File: src/rtl/core/chllp_pkg.sv
// ----------------------------------------------------------------------------
// chllp_pkg: shared constants for the catch-handler list length parser
// LEB128 field widths, byte layout and saturation limits.
// ----------------------------------------------------------------------------
package chllp_pkg;

  localparam int unsigned BYTE_W    = 8;
  localparam int unsigned WORD_W    = 32;
  localparam int unsigned PAIR_CNT_W = WORD_W + 1;
  localparam int unsigned LEB_IDX_W = 3;

  // Index of the fifth LEB128 byte, which always ends the value.
  localparam logic [LEB_IDX_W-1:0] LEB_LAST_IDX = 3'd4;

  localparam logic [6:0]        LEB_PAYLOAD_MASK = 7'h7f;
  localparam logic [WORD_W-1:0] WORD_MAX         = 32'hffff_ffff;

endpackage : chllp_pkg

File: src/rtl/core/catch_handler_list_length_parser.sv
// ----------------------------------------------------------------------------
// catch_handler_list_length_parser: encoded catch-handler list length parser
// Walks an encoded catch-handler list one byte per beat and reports its size.
// ----------------------------------------------------------------------------
// Usage:
//   Input beats carry one raw list byte in in_tdata and a start flag in
//   in_tuser. A beat with the start flag set opens a new list, dropping any
//   list still in progress without a result. Beats without the flag while
//   no list is open are taken and ignored.
//   The block decodes the unsigned LEB128 list count, then for each handler a
//   signed LEB128 size, skips |size| type/address pairs and, for a size of
//   zero or less, one catch-all address. On the byte that ends the list one
//   result beat leaves on out_tdata: the list length in bytes (saturating)
//   and the decoded handler count.
//   Throughput: one byte per cycle while in_tready is high. All decoding for a
//   byte is done combinationally between the parse state and output registers.
//   Result: registered on the final byte's beat, valid in the cycle after it.
//   Stall: the single output register holds a waiting result; in_tready drops
//   only while that register is full and out_tready is low.
//   Reset (rst_n low, synchronous): parse state returns to idle, the output
//   register empties.
// ----------------------------------------------------------------------------
module catch_handler_list_length_parser (
  input  logic        clk,
  input  logic        rst_n,
  // input channel
  input  logic        in_tvalid,
  output logic        in_tready,
  input  logic [7:0]  in_tdata,   // [7:0] data_byte
  input  logic        in_tuser,   // [0] begin_req
  // result channel
  output logic        out_tvalid,
  input  logic        out_tready,
  output logic [63:0] out_tdata   // [31:0] list_bytes, [63:32] handler_count
);

  typedef enum logic [1:0] {
    PH_COUNT,
    PH_SIZE,
    PH_PAIRS,
    PH_CATCH
  } phase_t;

  localparam int unsigned WW = chllp_pkg::WORD_W;
  localparam int unsigned PW = chllp_pkg::PAIR_CNT_W;
  localparam int unsigned IW = chllp_pkg::LEB_IDX_W;

  // parse state
  logic          busy_r,        busy_nxt;
  phase_t        phase_r,       phase_nxt;
  logic [IW-1:0] leb_idx_r,     leb_idx_nxt;
  logic [WW-1:0] leb_acc_r,     leb_acc_nxt;
  logic [WW-1:0] hnd_left_r,    hnd_left_nxt;
  logic [PW-1:0] pair_left_r,   pair_left_nxt;
  logic          catch_all_r,   catch_all_nxt;
  logic [WW-1:0] byte_total_r,  byte_total_nxt;
  logic [WW-1:0] list_count_r,  list_count_nxt;

  // output register
  logic          out_valid_r;
  logic [WW-1:0] out_bytes_r;
  logic [WW-1:0] out_count_r;

  logic          in_fire;
  logic          list_end;
  logic [WW-1:0] payload;
  logic [WW-1:0] leb_value;
  logic [WW-1:0] size_sx;
  logic [WW-1:0] size_mag;
  logic [WW-1:0] hnd_dec;
  logic [PW-1:0] pair_dec;
  logic          leb_more;

  // Accept while the output register is free or being drained this cycle.
  assign in_tready = !out_valid_r || out_tready;
  assign in_fire   = in_tvalid && in_tready;

  always_comb begin
    busy_nxt       = busy_r;
    phase_nxt      = phase_r;
    leb_idx_nxt    = leb_idx_r;
    leb_acc_nxt    = leb_acc_r;
    hnd_left_nxt   = hnd_left_r;
    pair_left_nxt  = pair_left_r;
    catch_all_nxt  = catch_all_r;
    byte_total_nxt = byte_total_r;
    list_count_nxt = list_count_r;
    list_end       = 1'b0;
    payload        = '0;
    leb_value      = '0;
    size_sx        = '0;
    size_mag       = '0;
    hnd_dec        = '0;
    pair_dec       = '0;
    leb_more       = 1'b0;

    // Start flag: drop any list in progress and start from a clean slate.
    if (in_tuser) begin
      busy_nxt       = 1'b1;
      phase_nxt      = PH_COUNT;
      leb_idx_nxt    = '0;
      leb_acc_nxt    = '0;
      hnd_left_nxt   = '0;
      pair_left_nxt  = '0;
      catch_all_nxt  = 1'b0;
      byte_total_nxt = '0;
      list_count_nxt = '0;
    end

    if (in_fire && busy_nxt) begin
      if (byte_total_nxt != chllp_pkg::WORD_MAX) begin
        byte_total_nxt = byte_total_nxt + WW'(1);
      end

      // Place the 7 payload bits; the fifth byte lands at bit 28 and its
      // upper bits fall off the word.
      unique case (leb_idx_nxt)
        3'd0:    payload = {25'b0, in_tdata[6:0] & chllp_pkg::LEB_PAYLOAD_MASK};
        3'd1:    payload = {18'b0, in_tdata[6:0], 7'b0};
        3'd2:    payload = {11'b0, in_tdata[6:0], 14'b0};
        3'd3:    payload = {4'b0, in_tdata[6:0], 21'b0};
        default: payload = {in_tdata[3:0], 28'b0};
      endcase
      leb_value = leb_acc_nxt | payload;
      leb_more  = in_tdata[7] && (leb_idx_nxt < chllp_pkg::LEB_LAST_IDX);

      if (leb_more) begin
        leb_acc_nxt = leb_value;
        leb_idx_nxt = leb_idx_nxt + IW'(1);
      end else begin
        leb_acc_nxt = '0;
        leb_idx_nxt = '0;

        // Sign-extend a short signed value from its top payload bit.
        size_sx = leb_value;
        case (leb_idx_r & {IW{!in_tuser}})
          3'd0:    if (leb_value[6])  size_sx = leb_value | 32'hffff_ff80;
          3'd1:    if (leb_value[13]) size_sx = leb_value | 32'hffff_c000;
          3'd2:    if (leb_value[20]) size_sx = leb_value | 32'hffe0_0000;
          3'd3:    if (leb_value[27]) size_sx = leb_value | 32'hf000_0000;
          default: size_sx = leb_value;
        endcase
        size_mag = (size_sx[WW-1] || size_sx == '0) ? (WW'(0) - size_sx) : size_sx;

        hnd_dec  = (hnd_left_nxt != '0) ? hnd_left_nxt - WW'(1) : hnd_left_nxt;
        pair_dec = (pair_left_nxt != '0) ? pair_left_nxt - PW'(1) : pair_left_nxt;

        unique case (phase_nxt)
          PH_COUNT: begin
            list_count_nxt = leb_value;
            hnd_left_nxt   = leb_value;
            if (leb_value == '0) list_end = 1'b1;
            else                 phase_nxt = PH_SIZE;
          end
          PH_SIZE: begin
            catch_all_nxt = size_sx[WW-1] || size_sx == '0;
            pair_left_nxt = {size_mag, 1'b0};
            if (size_mag != '0) begin
              phase_nxt = PH_PAIRS;
            end else if (size_sx[WW-1] || size_sx == '0) begin
              phase_nxt = PH_CATCH;
            end else begin
              hnd_left_nxt = hnd_dec;
              if (hnd_dec == '0) list_end = 1'b1;
              else               phase_nxt = PH_SIZE;
            end
          end
          PH_PAIRS: begin
            pair_left_nxt = pair_dec;
            if (pair_dec == '0) begin
              if (catch_all_nxt) begin
                phase_nxt = PH_CATCH;
              end else begin
                hnd_left_nxt = hnd_dec;
                if (hnd_dec == '0) list_end = 1'b1;
                else               phase_nxt = PH_SIZE;
              end
            end
          end
          default: begin
            catch_all_nxt = 1'b0;
            hnd_left_nxt  = hnd_dec;
            if (hnd_dec == '0) list_end = 1'b1;
            else               phase_nxt = PH_SIZE;
          end
        endcase

        if (list_end) begin
          busy_nxt  = 1'b0;
          phase_nxt = PH_COUNT;
        end
      end
    end

    // Without an accepted beat nothing advances.
    if (!in_fire) begin
      busy_nxt       = busy_r;
      phase_nxt      = phase_r;
      leb_idx_nxt    = leb_idx_r;
      leb_acc_nxt    = leb_acc_r;
      hnd_left_nxt   = hnd_left_r;
      pair_left_nxt  = pair_left_r;
      catch_all_nxt  = catch_all_r;
      byte_total_nxt = byte_total_r;
      list_count_nxt = list_count_r;
      list_end       = 1'b0;
    end
  end

  always_ff @(posedge clk) begin
    if (!rst_n) begin
      busy_r       <= 1'b0;
      phase_r      <= PH_COUNT;
      leb_idx_r    <= '0;
      leb_acc_r    <= '0;
      hnd_left_r   <= '0;
      pair_left_r  <= '0;
      catch_all_r  <= 1'b0;
      byte_total_r <= '0;
      list_count_r <= '0;
      out_valid_r  <= 1'b0;
    end else begin
      busy_r       <= busy_nxt;
      phase_r      <= phase_nxt;
      leb_idx_r    <= leb_idx_nxt;
      leb_acc_r    <= leb_acc_nxt;
      hnd_left_r   <= hnd_left_nxt;
      pair_left_r  <= pair_left_nxt;
      catch_all_r  <= catch_all_nxt;
      byte_total_r <= byte_total_nxt;
      list_count_r <= list_count_nxt;
      // Load a finished result, else drop the held one once taken.
      if (list_end) begin
        out_valid_r <= 1'b1;
        out_bytes_r <= byte_total_nxt;
        out_count_r <= list_count_nxt;
      end else if (out_tready) begin
        out_valid_r <= 1'b0;
      end
    end
  end

  assign out_tvalid = out_valid_r;
  assign out_tdata  = {out_count_r, out_bytes_r};

  // A list that ends produces a result on the next cycle.
  a_end_to_out: assert property (@(posedge clk) disable iff (!rst_n)
    list_end |=> out_valid_r)
    else $error("finished list did not reach the output register");

  // Idle parser sits at the count field with an empty LEB128 decoder.
  a_idle_clean: assert property (@(posedge clk) disable iff (!rst_n)
    !busy_r |-> (phase_r == PH_COUNT && leb_idx_r == '0))
    else $error("idle parser holds stale decode state");

  // The LEB128 byte index never runs past the fifth byte.
  a_idx_range: assert property (@(posedge clk) disable iff (!rst_n)
    leb_idx_r <= chllp_pkg::LEB_LAST_IDX)
    else $error("LEB128 byte index out of range");

  // Pair phase is only entered with values left to skip.
  a_pairs_left: assert property (@(posedge clk) disable iff (!rst_n)
    phase_r == PH_PAIRS |-> pair_left_r != '0)
    else $error("pair phase with no pair values left");

  // Every reported list consumed at least one byte.
  a_bytes_nonzero: assert property (@(posedge clk) disable iff (!rst_n)
    out_valid_r |-> out_bytes_r != '0)
    else $error("result reports an empty byte count");

endmodule : catch_handler_list_length_parser
File: config.mk
export PLATFORM = sky130hd
export DESIGN_NAME = catch_handler_list_length_parser
export DESIGN_NICKNAME = d
export VERILOG_FILES = /design/src/rtl/core/chllp_pkg.sv /design/src/rtl/core/catch_handler_list_length_parser.sv
export SDC_FILE = /design/constraint.sdc
export NUM_CORES = 1
export LEC_CHECK = 0
export ABC_AREA = 1
export BUFFER_PORTS_ARGS = -buffer_cell sky130_fd_sc_hd__buf_2
export CORE_MARGIN = 5
export CORE_UTILIZATION = 28
export CTS_CLUSTER_DIAMETER = 100
export DETAILED_ROUTE_END_ITERATION = 10
export GPL_ROUTABILITY_DRIVEN = 0
export PLACE_DENSITY = 0.43
export SLEW_MARGIN = 20
export SYNTH_ARGS = -nofsm -noshare
export SYNTH_HDL_FRONTEND = slang
export SYNTH_SLANG_ARGS = --single-unit
File: constraint.sdc
create_clock -name clk -period 10.8 [get_ports clk]
set_input_delay 2.16 -clock clk [delete_from_list [all_inputs] [get_ports clk]]
set_output_delay 2.16 -clock clk [all_outputs]
set_load 0.005 [all_outputs]
==> flow_summary.json <==
{
  "antenna_found_initial": 2,
  "top_level_ports": 79,
  "crit_fanout": 64,
  "cts_root_buffer": "clkbuf_16",
  "path_common_cell": "nand2_1",
  "ys_seq_area_share_pct": 32.02,
  "cp-start-kind": "input port",
  "synth_seq_cells": 233,
  "wire_per_inst_um": 19.09,
  "final_antenna_net_count": 0,
  "synth_edf_count": 64,
  "postCtsSetupRepairBufs": 0,
  "max_stage_delay_ns": 0.63,
  "swShare_pct": 31.99,
  "p_seq_share_pct": 37.2,
  "power_density_nw_per_um2": 131.0,
  "place_area_um2": 17520,
  "cp_slowest_cell": "buf_4",
  "clockPowerShare_pct": 44.6,
  "num_rows": 89,
  "initial_core_util_pct": 28.18,
  "syn-cell-area_um2": 16570,
  "critical_path_arrival_ns": 8.60,
  "finalNetCount": 2653,
  "finalCriticalPeriod_ns": 8.378,
  "first_global_vias": 16470,
  "synth_area_leaders": "dfxtp_1 20%, nand2_1 16%, edfxtp_1 12%",
  "postLayoutCellArea_um2": 18590,
  "fmax_mhz": 119.4,
  "syn_nets": 2643,
  "fin_ws_ns": 2.422,
  "grt_pass1_wl_um": 100400,
  "mostFrequentLayoutCell": "nand2_1",
  "die_h_um": 253.3,
  "setup_viol": 0,
  "crit_required_ns": 11.02,
  "post-route-drc-count": 0,
  "post-route-period-util_pct": 77.57,
  "worstMarginPinSlew_ns": 1.094,
  "syn-instance-count": 2615,
  "ys.flop_type": "dfxtp_1",
  "cp_top_family": "simple AND/OR/NAND/NOR gates",
  "num_vias": 17370,
  "endpoint_kind": "flop",
  "path_buf_inv": 8,
  "hold_viol": 0,
  "cts.path.max_buffers": 3,
  "internal-power_mw": 1.656,
  "crit_type": "input port to flop",
  "yosysTopAreaCell": "dfxtp_1",
  "p_comb_share_pct": 18.3,
  "routed_via_density": 5.077,
  "async_reset_ff_share_pct": 0,
  "core_um2": 58800,
  "clkTransAtPathRegs_ns": 0.06,
  "antenna_cells": 0,
  "final_cell_mix": "709 x nand2_1, 318 x inv_1, 295 x nor2_1, 194 x nand3_1, 169 x dfxtp_1",
  "fin_setup_tns_ns": 0,
  "ir_worst_vdd_mv": 0.1225,
  "wl_um": 65340,
  "track_usage_pct": 19.70,
  "grt_max_degree": 73,
  "grt_overflow": 0,
  "final_layout_size_suffix_gt1_share_pct": 8.871,
  "hold_class": "flop to flop",
  "pre_cts_ws_ns": 1.778,
  "dp_hpwl_um": 48130,
  "area_growth_pct": 12.18,
  "cts_tree": "done",
  "slew_headroom_pct": 26.59,
  "fin_skew_ns": 0.02108,
  "p_sw_mw": 0.7791,
  "fill_cells": 6550,
  "first_pass_iters": 5,
  "rsz0062_at_grt": "false",
  "postSynthAreaPerCell_um2": 6.336,
  "netlist.area_leader.share_pct": 20.42,
  "max_cap_viol_count": 0,
  "cts_buffers": 30,
  "post_cts_resize_count": 0,
  "clkLatencyLatePin_ns": 0.61,
  "cts_htree_levels": 1,
  "fp.dieW_um": 253.3,
  "leakagePower_nw": 8.074,
  "cts.sinks": 233,
  "yosys_warnings": 0,
  "port_buffers": 78,
  "status": "complete, no violations",
  "synth_cell_types": 55,
  "die_area_um2": 64140,
  "drtIter0Drc": 1469,
  "ctsHoldBuffers": 0,
  "slew_viol_final": 0
}
stage by stage:
stage,instances,hold WS [ns],util (%),power [mW]
2_1_floorplan,2615,0.4453,-,1.231
3_3_place_gp,3366,0.4515,29.80,1.363
3_5_place_dp,3366,0.4562,29.80,1.362
4_1_cts,3422,0.4657,31.61,2.464
5_1_grt,3422,0.4776,31.61,2.548
6_report,3422,0.4640,31.61,2.435
final timing paths:
check                                     start               to  slack [ns]  cells after the start
worst max register to register     leb_idx_r[0]  out_count_r[27]        4.59                     26
worst min-delay path            pair_left_r[19]  pair_left_r[19]        0.46                      2
worst min register to register  pair_left_r[19]  pair_left_r[19]        0.46                      2
worst max-delay path                   in_tuser  out_count_r[27]        2.42                     31
kinds of logic (layout without fill, tap and decap cells):
| family | count (synthesis) | after routing | synth area share [%] |
|---|---|---|---|
| simple gates | 1411 | 1411 | 37.18 |
| xor+xnor | 67 | 67 | 3.542 |
| flops | 233 | 233 | 32.02 |
| compound gates | 430 | 430 | 14.85 |
| buf+inv | 459 | 493 | 11.27 |
| fa+ha+maj | 15 | 15 | 1.133 |
cells in the mapped netlist (all sizes together) (2+ instances only):
| cell type | n |
|---|---|
| nand2 | 723 |
| inv | 333 |
| nor2 | 316 |
| nand3 | 201 |
| o21ai | 176 |
| dfxtp | 169 |
| a21oi | 137 |
| clkbuf | 80 |
| nand4 | 67 |
| edfxtp | 64 |
| xor2 | 45 |
| nor3 | 44 |
| buf | 43 |
| o22ai | 41 |
| o211ai | 31 |
| and2 | 26 |
| xnor2 | 22 |
| ha | 15 |
| nor4 | 13 |
| or2 | 12 |
| o21bai | 10 |
| o221ai | 10 |
| nand3b | 7 |
| a22oi | 6 |
| a221oi | 4 |
| a211oi | 3 |
| a221o | 3 |
| a31oi | 3 |
| clkinv | 3 |
| o21a | 2 |
power groups by stage:
stage          clock network, mW  logic, mW  registers (mW)
5_1_grt                     1.15      0.489           0.906
4_1_cts                     1.12      0.440           0.905
3_3_place_gp                   0      0.439           0.924
2_1_floorplan                  0      0.307           0.923
6_report                    1.09      0.445           0.905
3_5_place_dp                   0      0.438           0.924
routing by layer:
metal | track usage, % | vias up | share of wire (%)
met5 | 0 | - | 0
met4 | 6.324 | 0 | 3.4
met3 | 2.455 | 109 | 6.6
met2 | 31.21 | 592 | 44
met1 | 27.95 | 8135 | 46
li1 | - | 8538 | -
layout make-up:
class                           instances  area (µm²)  area share, %
Inverter                              336        1265          6.806
Tap cell                              773       967.2          5.204
Timing Repair Buffer                  101       563.0          3.029
Clock inverter                         24       289.0          1.555
Clock buffer                           32       778.2          4.187
Sequential cell                       233        5305          28.54
Multi-Input combinational cell       1923        9419          50.68
registers in the layout (all words and copies together), names as in the netlist:
register      flops
pair_left_r      33
leb_idx_r         3
leb_acc_r        32
hnd_left_r       32
out_tvalid        1
out_bytes_r      32
byte_total_r     32
catch_all_r       1
busy_r            1
out_count_r      32
list_count_r     32
phase_r           2
tightest hold or removal path: cells and delay by family, from the launching register on:
kind	cells	cell delay, ns
simple gates	1	0.06
flops	1	0.31
compound gates	1	0.05
Note: power is estimated with default switching activity, not from simulation.
